**src/sgsc_pkg.sv**
```systemverilog
// ----------------------------------------------------------------------------
// Gear shift controller package
// Item types, register indexes and reset values of the gear shift controller.
// ----------------------------------------------------------------------------
package sgsc_pkg;

   localparam int GEAR_W   = 4;
   localparam int WANTED_W = 6;
   localparam int TIME_W   = 32;
   localparam int PULSE_W  = 16;
   localparam int CSR_IDX_W = 2;

   // Register indexes of the configuration port.
   localparam logic [CSR_IDX_W-1:0] CSR_TOP_GEAR      = 2'd0;
   localparam logic [CSR_IDX_W-1:0] CSR_SHIFT_TIME    = 2'd1;
   localparam logic [CSR_IDX_W-1:0] CSR_NEUTRAL_TIME  = 2'd2;
   localparam logic [CSR_IDX_W-1:0] CSR_STATUS_PERIOD = 2'd3;

   localparam logic [GEAR_W-1:0]  TOP_GEAR_RESET      = 4'd5;
   localparam logic [PULSE_W-1:0] SHIFT_TIME_RESET    = 16'd50;
   localparam logic [PULSE_W-1:0] NEUTRAL_TIME_RESET  = 16'd30;
   localparam logic [PULSE_W-1:0] STATUS_PERIOD_RESET = 16'd100;

   typedef struct packed {
      logic              up_request;
      logic              down_request;
      logic              clutch_in;
      logic [TIME_W-1:0] now_ms;
   } req_type;

   typedef struct packed {
      logic              up_actuate;
      logic              down_actuate;
      logic [GEAR_W-1:0] gear_now;
      logic              send_status;
      logic              status_shifting;
      logic              led_level;
   } rsp_type;

endpackage

```
**src/sequential_gear_shift_controller.sv**
```systemverilog
// ----------------------------------------------------------------------------
// Sequential gear shift controller
// Paddle shift sequencer with actuator pulse timing and periodic status.
// ----------------------------------------------------------------------------
// Each req item is one control-loop pass and produces exactly one rsp item.
// An item is captured in an input register and processed, once the result
// register is empty or draining, by one pass of combinational logic, which
// updates the gear state and loads the result register; one item per clock is
// sustained while rsp_ready is high, limited only by the state update loop.
// rsp_valid comes from the result register, behind the input register. The
// input register refills while a result waits, so the block stalls only when
// both registers are full and rsp_ready is low. Register writes are taken at
// any time but must only be issued while the block is idle.
module sequential_gear_shift_controller (
   input  logic                                 clock,
   input  logic                                 reset,
   input  logic                                 req_valid,
   output logic                                 req_ready,
   input  sgsc_pkg::req_type                    req_data,
   output logic                                 rsp_valid,
   input  logic                                 rsp_ready,
   output sgsc_pkg::rsp_type                    rsp_data,
   input  logic                                 csr_valid,
   output logic                                 csr_ready,
   input  logic [sgsc_pkg::CSR_IDX_W-1:0]       csr_index,
   input  logic [sgsc_pkg::PULSE_W-1:0]         csr_data
);

   // Configuration registers.
   logic [sgsc_pkg::GEAR_W-1:0]  top_gear_ff;
   logic [sgsc_pkg::PULSE_W-1:0] shift_time_ff;
   logic [sgsc_pkg::PULSE_W-1:0] neutral_time_ff;
   logic [sgsc_pkg::PULSE_W-1:0] status_period_ff;

   // Controller state.
   logic [sgsc_pkg::GEAR_W-1:0]          engaged_ff, engaged_in;
   logic signed [sgsc_pkg::WANTED_W-1:0] wanted_ff, wanted_in;
   logic                                 up_active_ff, up_active_in;
   logic                                 down_active_ff, down_active_in;
   logic [sgsc_pkg::TIME_W-1:0]          deadline_ff, deadline_in;
   logic [sgsc_pkg::TIME_W-1:0]          next_status_ff, next_status_in;
   logic                                 led_ff, led_in;

   // Input and result registers.
   logic               in_valid_ff;
   sgsc_pkg::req_type  in_data_ff;
   logic               rsp_valid_ff;
   sgsc_pkg::rsp_type  rsp_data_ff, rsp_data_in;

   logic advance;

   assign advance   = in_valid_ff && (!rsp_valid_ff || rsp_ready);
   assign req_ready = !in_valid_ff || advance;
   assign rsp_valid = rsp_valid_ff;
   assign rsp_data  = rsp_data_ff;
   assign csr_ready = 1'b1;

   always_comb begin
      logic [sgsc_pkg::GEAR_W-1:0]          eng;
      logic signed [sgsc_pkg::WANTED_W-1:0] eng_ext;
      logic signed [sgsc_pkg::WANTED_W-1:0] top_ext;
      logic signed [sgsc_pkg::WANTED_W-1:0] w;
      logic                                 up_n;
      logic                                 dn_n;
      logic                                 drive;
      logic [sgsc_pkg::PULSE_W-1:0]         pulse_len;
      logic                                 send;
      logic                                 shifting;
      logic [sgsc_pkg::TIME_W-1:0]          now;

      now       = in_data_ff.now_ms;
      eng       = engaged_ff;
      up_n      = up_active_ff;
      dn_n      = down_active_ff;
      drive     = 1'b0;
      pulse_len = shift_time_ff;
      send      = 1'b0;
      shifting  = 1'b0;
      led_in    = led_ff;
      next_status_in = next_status_ff;

      // A shift whose deadline has come commits the target gear.
      if ((up_active_ff || down_active_ff) && now >= deadline_ff) begin
         eng  = wanted_ff[sgsc_pkg::GEAR_W-1:0];
         up_n = 1'b0;
         dn_n = 1'b0;
      end
      eng_ext = $signed({2'b00, eng});
      top_ext = $signed({2'b00, top_gear_ff});
      w       = wanted_ff;

      // Up request. Neutral to first uses the down actuator and needs the clutch.
      if (in_data_ff.up_request) begin
         if (w == eng_ext) begin
            w = w + 6'sd1;
         end
         if (w > top_ext) begin
            w = top_ext;
         end else if (w > 6'sd1) begin
            up_n      = 1'b1;
            drive     = 1'b1;
            pulse_len = shift_time_ff;
         end else if (w == 6'sd1 && in_data_ff.clutch_in) begin
            dn_n      = 1'b1;
            drive     = 1'b1;
            pulse_len = shift_time_ff;
         end else begin
            w = eng_ext;
         end
      end

      // Down request. First to neutral uses the up actuator and the neutral pulse.
      if (in_data_ff.down_request) begin
         if (w == eng_ext) begin
            w = w - 6'sd1;
         end
         if (w < 6'sd0) begin
            w   = 6'sd0;
            eng = '0;
         end else if (w < 6'sd1) begin
            up_n      = 1'b1;
            drive     = 1'b1;
            pulse_len = neutral_time_ff;
         end else begin
            dn_n      = 1'b1;
            drive     = 1'b1;
            pulse_len = shift_time_ff;
         end
      end

      if (next_status_ff < now) begin
         send           = 1'b1;
         led_in         = !led_ff;
         shifting       = up_n || dn_n;
         next_status_in = now + {{(sgsc_pkg::TIME_W-sgsc_pkg::PULSE_W){1'b0}},
                                 status_period_ff};
      end

      deadline_in = drive ? now + {{(sgsc_pkg::TIME_W-sgsc_pkg::PULSE_W){1'b0}}, pulse_len}
                          : deadline_ff;
      engaged_in     = eng;
      wanted_in      = w;
      up_active_in   = up_n;
      down_active_in = dn_n;

      rsp_data_in.up_actuate      = up_n;
      rsp_data_in.down_actuate    = dn_n;
      rsp_data_in.gear_now        = eng;
      rsp_data_in.send_status     = send;
      rsp_data_in.status_shifting = shifting;
      rsp_data_in.led_level       = led_in;
   end

   always_ff @(posedge clock) begin
      if (reset) begin
         top_gear_ff      <= sgsc_pkg::TOP_GEAR_RESET;
         shift_time_ff    <= sgsc_pkg::SHIFT_TIME_RESET;
         neutral_time_ff  <= sgsc_pkg::NEUTRAL_TIME_RESET;
         status_period_ff <= sgsc_pkg::STATUS_PERIOD_RESET;
      end else if (csr_valid) begin
         unique case (csr_index)
            sgsc_pkg::CSR_TOP_GEAR:      top_gear_ff <= csr_data[sgsc_pkg::GEAR_W-1:0];
            sgsc_pkg::CSR_SHIFT_TIME:    shift_time_ff <= csr_data;
            sgsc_pkg::CSR_NEUTRAL_TIME:  neutral_time_ff <= csr_data;
            sgsc_pkg::CSR_STATUS_PERIOD: status_period_ff <= csr_data;
         endcase
      end
   end

   always_ff @(posedge clock) begin
      if (reset) begin
         engaged_ff     <= '0;
         wanted_ff      <= '0;
         up_active_ff   <= 1'b0;
         down_active_ff <= 1'b0;
         deadline_ff    <= '0;
         next_status_ff <= '0;
         led_ff         <= 1'b0;
      end else if (advance) begin
         engaged_ff     <= engaged_in;
         wanted_ff      <= wanted_in;
         up_active_ff   <= up_active_in;
         down_active_ff <= down_active_in;
         deadline_ff    <= deadline_in;
         next_status_ff <= next_status_in;
         led_ff         <= led_in;
      end
   end

   always_ff @(posedge clock) begin
      if (reset) begin
         in_valid_ff  <= 1'b0;
         rsp_valid_ff <= 1'b0;
      end else begin
         if (req_valid && req_ready) begin
            in_valid_ff <= 1'b1;
         end else if (advance) begin
            in_valid_ff <= 1'b0;
         end
         if (advance) begin
            rsp_valid_ff <= 1'b1;
         end else if (rsp_ready) begin
            rsp_valid_ff <= 1'b0;
         end
      end
   end

   always_ff @(posedge clock) begin
      if (req_valid && req_ready) begin
         in_data_ff <= req_data;
      end
      if (advance) begin
         rsp_data_ff <= rsp_data_in;
      end
   end

endmodule

```
**config.mk**
```make
export PLATFORM = sky130hd
export DESIGN_NAME = sequential_gear_shift_controller
export DESIGN_NICKNAME = d
export VERILOG_FILES = /design/src/sgsc_pkg.sv /design/src/sequential_gear_shift_controller.sv
export SDC_FILE = /design/constraint.sdc
export NUM_CORES = 1
export LEC_CHECK = 0
export BUFFER_PORTS_ARGS = -buffer_cell sky130_fd_sc_hd__buf_2
export CAP_MARGIN = 20
export CELL_PAD_IN_SITES_DETAIL_PLACEMENT = 0
export CELL_PAD_IN_SITES_GLOBAL_PLACEMENT = 1
export CORE_MARGIN = 2
export CORE_UTILIZATION = 50
export CTS_BUF_LIST = sky130_fd_sc_hd__clkbuf_8
export DETAILED_ROUTE_END_ITERATION = 7
export PLACE_DENSITY = 0.84
export SKIP_CTS_REPAIR_TIMING = 1
export SLEW_MARGIN = 5
export SYNTH_ARGS = -nofsm -noshare
export SYNTH_HDL_FRONTEND = slang
export SYNTH_SLANG_ARGS = --single-unit
```
**constraint.sdc**
```tcl
create_clock -name clock -period 14.45 [get_ports clock]
set_input_delay 1.445 -clock clock [delete_from_list [all_inputs] [get_ports clock]]
set_output_delay 1.445 -clock clock [all_outputs]
set_load 0.01 [all_outputs]
```
# Yosys cells after proc, flatten, opt, wreduce, memory -nomap -nowiden
# Index checks and enable logic that the tools add are counted.
[word_totals]
regBits = 175
latchBits = 0
word_cells = 102
rom_bits = 0
n_memories = 0
out_inout_bits = 12
ram_bits = 0
[classes]
bitwise = 0
n_lt_le_gt_ge = 6
reduce_logical = 20
n_eq_ne = 6
addsub = 4
multipliers = 0
shifts = 0
div = 0
n_mux = 43
[op_table]
columns = ["op", "n"]
rows = [
  ["$add 32x16->32", 2],
  ["$mux 6", 10],
  ["$mux 16", 3],
  ["$ge 32x32->1", 1],
  ["$lt 32x32->1", 1],
  ["$mux 1", 27],
  ["$eq 6x5->1", 2],
  ["$mux 4", 3],
  ["$reduce_and 2->1", 6],
  ["$add 6x2->6 const B", 1],
  ["$eq 6x2->1 const B", 1],
  ["$gt 6x2->1 const B", 1],
  ["$gt 6x5->1", 1],
  ["$lt 6x1->1 const B", 1],
  ["$lt 6x2->1 const B", 1],
  ["$sub 6x2->6 const B", 1],
  ["$eq 2x2->1 const B", 2],
  ["$logic_and 1x1->1", 4],
  ["$logic_or 1x1->1", 4],
  ["$reduce_bool 2->1", 2],
  ["$logic_not 1->1", 3],
  ["$eq 2x1->1 const B", 1],
  ["$logic_not 2->1", 1],
]

# Longest topological paths before layout
# Gate-level depths: netlist (run 1).
[logic_depth]
word_depth = 20
mapped_depth = 41
depth_no_buf = 37

# Worst setup path after synthesis (run 1)
# No wires, ideal clock.
[synth_path]
path_kind = "register to register"
start = "register in_data_ff[29] in the netlist's numbering"
end = "register deadline_ff[22] in the netlist's numbering"
path_stages_with_launch = 38
setup_time_ns = 0.091
setup_slack_ns = 6.407
t_arrival_ns = 7.952
required_time_ns = 14.359
n_path_buf = 5
path_cell_list = "edfxtp_1 > ha_1 > nand4_1 > nor4_1 > o211a_1 > o41a_1 > buf_2 > o21a_1 > buf_2 > mux2_2 > ha_1 > nor2b_1 > o211ai_1 > a31oi_1 > o31ai_2 > nor4_1 > a311oi_2 > a21oi_1 > (+2 left out) > nor2_4 > nand4b_1 > buf_6 > buf_12 > mux2_4 > ha_1 > nor2b_1 > o21ai_0 > a21oi_1 > o21ai_0 > a211oi_1 > o31ai_1 > o2111ai_1 > a21oi_1 > nand3b_1 > xnor2_1 > a21oi_1 > a311oi_1"
[synth_between]
elab_chain_len = 20
word_cells_on_any_way = 31
classes_between = "add/sub: 2; order compare: 5; eq/ne: 3; mux: 18; reduce/logical: 3"
[synth_rtl]
columns = ["item", "line_no", "source"]
rows = [
  ["start, declared", "sequential_gear_shift_controller.sv:46", "sgsc_pkg::req_type in_data_ff;"],
  ["start signal, assigned", "sequential_gear_shift_controller.sv:210", "in_data_ff <= req_data;"],
  ["$ge 32x32->1 *", "sequential_gear_shift_controller.sv:83", "if ((up_active_ff || down_active_ff) && now >= deadline_ff) begin"],
  ["$logic_and 1x1->1 *", "sequential_gear_shift_controller.sv:83", ""],
  ["$mux 4 *", "sequential_gear_shift_controller.sv:83", ""],
  ["parallel branches: the longest is 17 deep, another holds $gt 6x2->1", "n/a", ""],
  ["end signal, assigned", "sequential_gear_shift_controller.sv:184", "deadline_ff <= deadline_in;"],
  ["end, declared", "sequential_gear_shift_controller.sv:40", "logic [sgsc_pkg::TIME_W-1:0] deadline_ff, deadline_in;"],
]
# Mark *: on every way between the ends. The select of a mux whose other input is x is not followed.
# A chain may end at the register's enable or synchronous reset.

# Worst setup path in the final report (run 1)
[layout_path]
start = "register in_data_ff[11] in the netlist's numbering"
end = "register deadline_ff[22] in the netlist's numbering"
[layout_between]
elab_chain_len = 20
word_cells_on_any_way = 31
classes_between = "add/sub: 2; order compare: 5; eq/ne: 3; mux: 18; reduce/logical: 3"
[layout_rtl]
columns = ["item"]
rows = [
  ["parallel branches: the longest is 20 deep, another holds $ge 32x32->1"],
]
# Parallel ways; which one is timed is not known. The select of a mux whose other input is x is not followed.

==> reports/results.txt, run 1 <==
The multi-input gate area in the final layout was 0.006345 mm^2. In this run the horizontal extent of the chip is 151.7 um. Worst-case headroom to the max-slew limit: 0.2599. The most critical setup path has its endpoint at deadline_ff[22]. Setup repair after global routing left no endpoint under its margin.

The clock-pin slew of the registers on the worst-case setup and hold paths came out at 90 ps. Global routing finished with a remaining overflow of 0. Wires add up to 27.94 mm. The tree is rooted in a sky130_fd_sc_hd__clkbuf_8. In this run, placement finished with an instance count of 1570. The slowest stage of the critical path is the sky130_fd_sc_hd__or4b_1 cell. For the mapped cell area, the log shows 0.01091 mm^2.

VDD sags by at most 0.00007127 V. The area growth from synthesis to layout was 8.290%; the iteration-0 DRC count of the detailed router was 714. The number of cells on the critical path is 34.

For the total CTS buffers, the log shows 17. At the pin with the least slew margin, the transition time is 1108 ps. The final clock period utilization by the worst path works out to 0.6690.

The H-tree depth is 4, and the floorplan die height is 151.7 um. The count of cells in the finished layout, fillers not included, comes to 1601. The tools report the gate count after technology mapping as 1269. The logs give 0.5047 for the starting utilization of the core area and 0 for the max-capacitance violation count. In this run the worst path has a maximum fanout of 19. The origin of the worst min-delay path was neutral_time_ff[7]. Entering global routing, the biggest net connects 84 pins. The tools report the final antenna-violating net count as 0. The cell family contributing the most delay on the critical path is compound AO/OA/AOI/OAI gates. In this run the power density over the cells is 125.6 mW/mm^2. For the worst clock skew, the log shows 18.94 ps. The most used flip-flop cell after synthesis was sky130_fd_sc_hd__dfxtp_1. The depth of the worst register-to-register path came out at 34.

By instance count, the cell type seen most on the critical path is sky130_fd_sc_hd__a21oi_1. The flow ran to the end, and the final reports show no timing, DRC or antenna violations. The post-layout net count was 1469. The reg-to-reg critical path endpoint is deadline_ff[22]. The average instance area after synthesis is 8.600 um^2. The number of buffers and inverters on the critical path is 2. The top-level I/O count was 70; the final number of max-transition violations was 0. The floorplan step defined a core boundary enclosing 0.02162 mm^2.

The worst setup path is captured at a register. The setup TNS after final layout came out at 0 ps. Yosys mapped a number of flops with a built-in enable equal to 44.

For the global-route wire length before repair, the log shows 45.78 mm. The tools report the total number of yosys warnings as 0. The number of buffer cells added on primary ports came out at 68. After detailed routing, the number of remaining DRC violations is 0. Summed over all cells, the static leakage comes to 0.004972 uW. The top cell types in the final layout, fill and taps aside, are sky130_fd_sc_hd__nand2_1, sky130_fd_sc_hd__dfxtp_1, sky130_fd_sc_hd__nor2_1. The clock tree buffer depth was 2.

Dividing the detail-routed via count by the number of cells gives 5.725. STA puts the critical path data required time at 14830 ps. The total track usage was 0.2539; the post-synthesis sequential element count was 175.

The final hold violation count was 0; the number of fill cells was 2069. The share of flip-flops with an asynchronous set or reset after synthesis works out to 0. The signal arrival time at the worst endpoint is 10040 ps.

The setup path with the least slack is of type register to register. The run gives 0 as the initial antenna violation count. The ratio of cells with drive above 1 in the final layout was 0.1219; the area of the die was 0.02302 mm^2.

In this run the core area contains 54 standard-cell rows. The detailed-routing iteration count for the pre-antenna-repair pass was 6. The tools report the startpoint kind of the worst setup timing path as a register. The library cell used most frequently in the layout, excluding fill and tap cells, is sky130_fd_sc_hd__nand2_1. The via total after detailed routing is 9165. Worst hold path class: register to register. The congestion estimate from routability-driven global placement came to 0.8808.

The delay of the slowest cell on the worst path is 670 ps, and the final critical delay including setup and external delays is 9667 ps. The tools report the number of sinks on the clock net as 175. The post-synth net total came out at 1429. The startpoint identified for the worst register-to-register timing path is in_data_ff[11]. After detailed routing, the average wire length per cell comes to 17.45 um.

The logs give 0.1034 GHz for the maximum frequency from static timing analysis and 0 for the count of antenna diodes in the layout. TritonCTS built the clock tree. The number of global-route vias before repair was 8759; the worst-skew pair later-pin latency was 480 ps. Synthesis instantiated 81 different standard cells from the library. Setup violations remaining at the end of the flow were counted as 0.

The logs give 20.05 mm for the HPWL after detailed placement and 0.003944 mm^2 for the flip-flop and latch area. The reg-to-reg setup timing slack came out at 4780 ps. The launching instance or port of the critical path is in_data_ff[11]. Sequential fraction of the synthesis area: 0.3614.
where the power goes:
part / leakage (uW) / switching (uW) / internal, uW
clock: 0.000210 / 196 / 164
sequential: 0.00150 / 30.1 / 546
combinational: 0.00327 / 325 / 223
cells by family (layout without fill, tap and decap cells):
kind of cell / Yosys count / after routing / share of synthesized area
AND/OR/NAND/NOR: 434 / 434 / 0.1853
AO/OA/AOI/OAI: 294 / 294 / 0.1763
flip-flops: 175 / 175 / 0.3614
buffers and inverters: 152 / 204 / 0.05847
adder cells (fa/ha/maj): 102 / 102 / 0.1183
XOR/XNOR: 65 / 65 / 0.05217
multiplexers: 46 / 46 / 0.04770
other: 1 / 1 / 0.0003436
layout make-up:
cell class,count,area share
Multi-Input combinational cell,942,0.5369
Clock buffer,19,0.02213
Timing Repair Buffer,79,0.03632
Sequential cell,175,0.3337
Inverter,94,0.02986
Tap cell,280,0.02965
Clock inverter,12,0.01143
synthesized netlist by cell type (12+ instances only):
| cell | instances | share of area |
|---|---|---|
| sky130_fd_sc_hd__ha_1 | 100 | 0.11 |
| sky130_fd_sc_hd__a21oi_1 | 112 | 0.051 |
| sky130_fd_sc_hd__mux2_2 | 16 | 0.017 |
| sky130_fd_sc_hd__nor3_1 | 25 | 0.011 |
| sky130_fd_sc_hd__nor2b_1 | 12 | 0.0069 |
| sky130_fd_sc_hd__a211oi_1 | 27 | 0.019 |
| sky130_fd_sc_hd__o21ai_0 | 29 | 0.013 |
| sky130_fd_sc_hd__a21o_1 | 19 | 0.013 |
| sky130_fd_sc_hd__edfxtp_1 | 44 | 0.12 |
| sky130_fd_sc_hd__nand4_1 | 12 | 0.0069 |
| sky130_fd_sc_hd__xnor2_1 | 55 | 0.044 |
| sky130_fd_sc_hd__dfxtp_1 | 131 | 0.24 |
| sky130_fd_sc_hd__nand3_1 | 55 | 0.025 |
| sky130_fd_sc_hd__mux2i_1 | 22 | 0.020 |
| sky130_fd_sc_hd__o31ai_1 | 22 | 0.015 |
| sky130_fd_sc_hd__nor2_1 | 115 | 0.040 |
| sky130_fd_sc_hd__clkbuf_1 | 39 | 0.013 |
| sky130_fd_sc_hd__o211ai_1 | 15 | 0.010 |
| sky130_fd_sc_hd__nand2_1 | 152 | 0.052 |
| sky130_fd_sc_hd__inv_1 | 93 | 0.032 |
metrics by stage:
stage | hold slack [ps] | setup WS, ps | total power (uW) | cell area (um^2) | util
2_1_floorplan | 432.9 | 6407 | 1015 | 10910 | -
3_3_place_gp | 438.4 | 5256 | 1122 | 11410 | 0.5277
5_1_grt | 479.0 | 4064 | 1579 | 11820 | 0.5466
4_1_cts | 460.0 | 4865 | 1486 | 11820 | 0.5466
6_report | 460.3 | 4783 | 1484 | 11820 | 0.5466
3_5_place_dp | 444.9 | 4921 | 1126 | 11420 | 0.5282
worst reg2reg max path, delay by kind of cell, from the launching register on:
family	cells	cell delay, ps
AO/OA/AOI/OAI	17	5020
AND/OR/NAND/NOR	8	1770
adder cells (fa/ha/maj)	4	1030
multiplexers	2	780
flip-flops	1	460
buffers and inverters	2	400
XOR/XNOR	1	120
layer usage:
metal | up-vias | global-route usage | routed length [um]
li1 | 4585 | - | -
met1 | 4288 | 0.3545 | 13440
met2 | 266 | 0.4180 | 12810
met3 | 26 | 0.03862 | 1297
met4 | 0 | 0.05231 | 390
met5 | - | 0 | 0
registers in the layout, summed over array words and instances, names as in the netlist:
name	flops
deadline_ff	32
down_active_ff	1
engaged_ff	4
in_data_ff	35
in_valid_ff	1
led_ff	1
neutral_time_ff	16
next_status_ff	32
rsp_data	9
rsp_valid	1
shift_time_ff	16
status_period_ff	16
top_gear_ff	4
up_active_ff	1
wanted_ff	6
worst min path at each step:
stage                     slack, ps  cells past startpoint            endpoint
after floorplan                 430                      2    shift_time_ff[0]
after global placement          440                      2    shift_time_ff[8]
after detailed placement        440                      2   shift_time_ff[12]
after CTS                       460                      2   shift_time_ff[12]
after global routing            480                      2  neutral_time_ff[7]
final                           460                      2  neutral_time_ff[7]
Note: power is estimated with default switching activity, not from simulation.
==> run 2, diff against run 1 <==
ABC_AREA = 1   (was default)
CORE_UTILIZATION = 47   (was 50)
PLACE_DENSITY = 0.82   (was 0.84)
clock period = 9.7 ns   (was 14.45 ns; I/O delays follow)
==> run 2 against run 1 <==
Effect of this change:
- sequential cell count did not move
- non-clock buffer count fell by 5
- clock skew rose by 2.6 ps
- core utilization fell by 2.3 points
- cell count rose by 6.2%
- sequential power rose by 47%
- routed wire length fell by 8.1%
- combinational power rose by 3%
- clock power rose by 48%
- global-route usage fell by 3.2 points
- total power rose by 31%
- critical path type unchanged
==> reports/results.txt, run 2 <==
The min-delay analysis places its worst path in the category register to register. The xor and xnor area share after synthesis works out to 0.04685 (-0.005316). The via total after detailed routing was 8815 (-3.8%); the simple logic cell fraction of the synthesized area was 0.2102 (+0.02495).

By startpoint and endpoint, the worst setup path is classified as register to register. The logs give 21.57 ps (+2.631 ps) for the worst clock skew and 25.67 mm (-8.1%) for the routed wire length. The critical path required time was 10100 ps (-4730 ps).

The clock tree buffer depth is 2 (unchanged), and the clock network fraction of design power is 0.275 (+0.032). The cell family contributing the most delay on the critical path was simple AND/OR/NAND/NOR gates. TritonCTS built the clock tree. The H-tree depth was 4 (unchanged). The run gives 0.2222 (-0.03174) as the total track usage. The run gives 0 (unchanged) as the total number of yosys warnings. The placeable core area was 0.02182 mm^2 (+0.94%); the multi-input gate area in the final layout was 0.005675 mm^2 (-11%). Post-synthesis sequential element count: 175 (unchanged). The post-layout net count is 1567 (+6.7%), and the number of synthesized flops with an enable pin is 44 (unchanged). Counting stages on the worst path, the most repeated cell is sky130_fd_sc_hd__nand2_1.

The startpoint kind of the worst setup timing path is a register. The logs give 17 (unchanged) for the total CTS buffers and 0.3571 (+0.09717) for the worst-case headroom to the max-slew limit. The max-capacitance violation count is 0 (unchanged), and the mapped cell area is 0.01047 mm^2 (-4.1%). The largest fanout of any net on the critical path is 34 (+15), and the highest ir drop seen on vdd is 0.00009620 V (+35%).

For the final number of max-transition violations, the log shows 0 (unchanged). The commonest cells after synthesis are sky130_fd_sc_hd__nand2_1, sky130_fd_sc_hd__inv_1, sky130_fd_sc_hd__a21oi_1, sky130_fd_sc_hd__dfxtp_1, sky130_fd_sc_hd__nor2_1. Final antenna-violating net count: 0 (unchanged). The largest registers in the layout are in_data_ff (35), deadline_ff (32), next_status_ff (32).

The cell taking the most area after synthesis was sky130_fd_sc_hd__dfxtp_1. The power density of the placed cells was 170.0 mW/mm^2 (+35%); the area growth from synthesis to layout was 9.096%. Leaving out fill and tap cells, the most frequent cells in the layout are sky130_fd_sc_hd__nand2_1, sky130_fd_sc_hd__inv_1, sky130_fd_sc_hd__a21oi_1. The logs give 5 (-1) for the detailed-routing iteration count for the pre-antenna-repair pass and 54 (unchanged) for the row count.

Maximum number of pins on one net before global-route repair: 64 (-24%). The floorplan die height was 153.2 um (+1.0%). The maximum frequency from static timing analysis was 0.1178 GHz (+14%); the final clock period utilization by the worst path was 0.8748 (+0.2058).

The worst hold slack was 460.4 ps (+0.08900 ps); the switching part of the total was 0.3779 (+0.006306). The logs give 0 (unchanged) for the initial antenna violation count and 0 (unchanged) for the count of antenna diodes in the layout. The flip-flop and latch area came out at 0.003944 mm^2 (unchanged).

The share of flip-flops with an asynchronous set or reset after synthesis was 0 (unchanged). The flip-flop count of the largest register after layout works out to 35 (unchanged). The run gives 0 (unchanged) as the number of remaining DRC errors. The largest register by flop count is in_data_ff. The complex-gate fraction of the synthesized area was 0.1599 (-0.01642); the number of distinct library cells after synthesis was 44 (-46%). The top-level I/O count was 70 (unchanged). Buffer cell driving the clock tree root: sky130_fd_sc_hd__clkbuf_8. Setup repair after global routing left no endpoint under its margin.

For the gate count after technology mapping, the log shows 1362 (+7.3%). The endpoint class of the critical path is a register. The sequential fraction of the synthesis area was 0.3767 (+0.01533); the transition time at the pin with the least slew margin was 963.0 ps (-144.8 ps). The post-synth net total is 1522 (+6.5%).

Post-layout utilization of the core: 0.5233 (-0.02325). The iteration-0 DRC count of the detailed router was 478 (-33%); the number of buffer cells added on primary ports was 68 (unchanged). Leakage component of the power: 0.005158 uW (+3.7%). The average instance area after synthesis is 7.686 um^2 (-11%).

The multiplexer share of the synthesized area was 0 (-0.04770); the total global routing overflow was 0 (unchanged). The run gives 8890 ps (-1150 ps) as the signal arrival time at the worst endpoint. The overall power of the completed layout was 1941 uW (+31%).

The final critical delay including setup and external delays is 8486 ps (-1181 ps). The run gives 0.290 (-0.079) as the power share of the combinational group. The tools report the global-route wire length before repair as 42.35 mm (-7.5%). The most used flip-flop cell after synthesis is sky130_fd_sc_hd__dfxtp_1.

The clock-pin slew of the registers on the worst-case setup and hold paths was 120 ps (+30 ps). The adder-cell share of the synthesized area came out at 0.1233 (+0.005020). By area the synthesized netlist is led by sky130_fd_sc_hd__dfxtp_1, sky130_fd_sc_hd__edfxtp_1, sky130_fd_sc_hd__ha_1. The internal power component is 1208 uW (+29%).

The logs give 0 (unchanged) for the final number of setup-violating endpoints and 480 ps (about the same) for the worst-skew pair later-pin latency. The per-cell routed wire length came out at 15.10 um (-13%). Leaving out fill and tap cells, the most frequent cell in the layout is sky130_fd_sc_hd__nand2_1. The run gives 0.4797 (-0.02504) as the starting utilization of the core area. The final hold violation count is 0 (unchanged). Number of sinks on the clock net: 175 (unchanged). The flow ran to the end, and the final reports show no timing, DRC or antenna violations. For the portion of total power attributed to sequential cells, the log shows 0.435 (+0.047).

For the number of fill cells, the log shows 2109 (+1.9%). The ratio of cells with drive above 1 in the final layout came out at 0.1183 (-0.003568). The die span in x works out to 153.2 um (+1.0%).

Largest family of logic cells by synthesized area: simple AND/OR/NAND/NOR gates. The HPWL after detailed placement is 18.64 mm (-7.0%). The via density per instance was 5.185 (-9.4%); the weighted congestion at the end of routability-driven global placement was 0.8852 (+0.50%).

The delay of the slowest cell on the worst path was 470 ps (-200 ps). The number of global-route vias before repair was 8394 (-4.2%). The tools report the setup TNS after final layout as 0 ps (unchanged). The area fraction of the dominant cell type after synthesis was 0.2505 (+0.01020).

Among all stages on the critical path, the largest delay is contributed by sky130_fd_sc_hd__edfxtp_1. The run gives 0.02348 mm^2 (+2.0%) as the area of the die. The combined buffer and inverter count along the critical path is 5 (+3). In the post-synthesis netlist, the cell with the most instances is sky130_fd_sc_hd__nand2_1.

Net switching power: 733.7 uW (+33%).
run 2: final timing paths:
| path | endpoint | cells past startpoint | slack, ps | startpoint |
|---|---|---|---|---|
| min reg2reg | neutral_time_ff[5] | 2 | 460 | neutral_time_ff[5] |
| min | neutral_time_ff[5] | 2 | 460 | neutral_time_ff[5] |
| max reg2reg | deadline_ff[31] | 58 | 1210 | in_data_ff[23] |
| max | deadline_ff[31] | 58 | 1210 | in_data_ff[23] |
run 2: power by group through the flow:
| stage | logic (uW) | clock network (uW) | registers, uW |
|---|---|---|---|
| 5_1_grt | 643 | 578 | 852 |
| 2_1_floorplan | 443 | 0 | 850 |
| 3_3_place_gp | 556 | 0 | 861 |
| 6_report | 562 | 534 | 845 |
| 4_1_cts | 563 | 548 | 845 |
| 3_5_place_dp | 560 | 0 | 861 |
run 2: kinds of logic after synthesis:
kind of cell | after synthesis
buffers and inverters | 218
AOI/OAI and AO/OA | 306
other | 1
adders and majority gates | 102
xor gates and xnor gates | 56
and+or+nand+nor | 504
DFF | 175
run 2: tightest hold or removal path: stages (launching register included):
cell                      delay (ps)
sky130_fd_sc_hd__dfxtp_1         320
sky130_fd_sc_hd__inv_1            60
sky130_fd_sc_hd__a21oi_1          50
run 2: layout make-up:
| type | instances | area share |
|---|---|---|
| timing repair buffer | 74 | 0.03374 |
| inverter | 170 | 0.05587 |
| sequential | 175 | 0.3453 |
| clock buffer | 17 | 0.02049 |
| tap | 280 | 0.03067 |
| multi-input combinational | 969 | 0.4969 |
| clock inverter | 15 | 0.01698 |
run 2: metrics by stage:
step | setup slack [ps] | cells | instance area [um^2]
3_3_place_gp | 1225 | 1668 | 10990
6_report | 1214 | 1700 | 11420
3_5_place_dp | 1007 | 1668 | 10990
4_1_cts | 926.4 | 1700 | 11410
2_1_floorplan | 2682 | 1362 | 10470
5_1_grt | 280.3 | 1700 | 11420
run 2: metal layers:
metal | up-vias | global-route usage | share of wire
li1 | 4622 | - | -
met1 | 4007 | 0.3051 | 0.50
met2 | 155 | 0.3648 | 0.46
met3 | 31 | 0.03147 | 0.033
met4 | 0 | 0.06526 | 0.014
met5 | - | 0 | 0
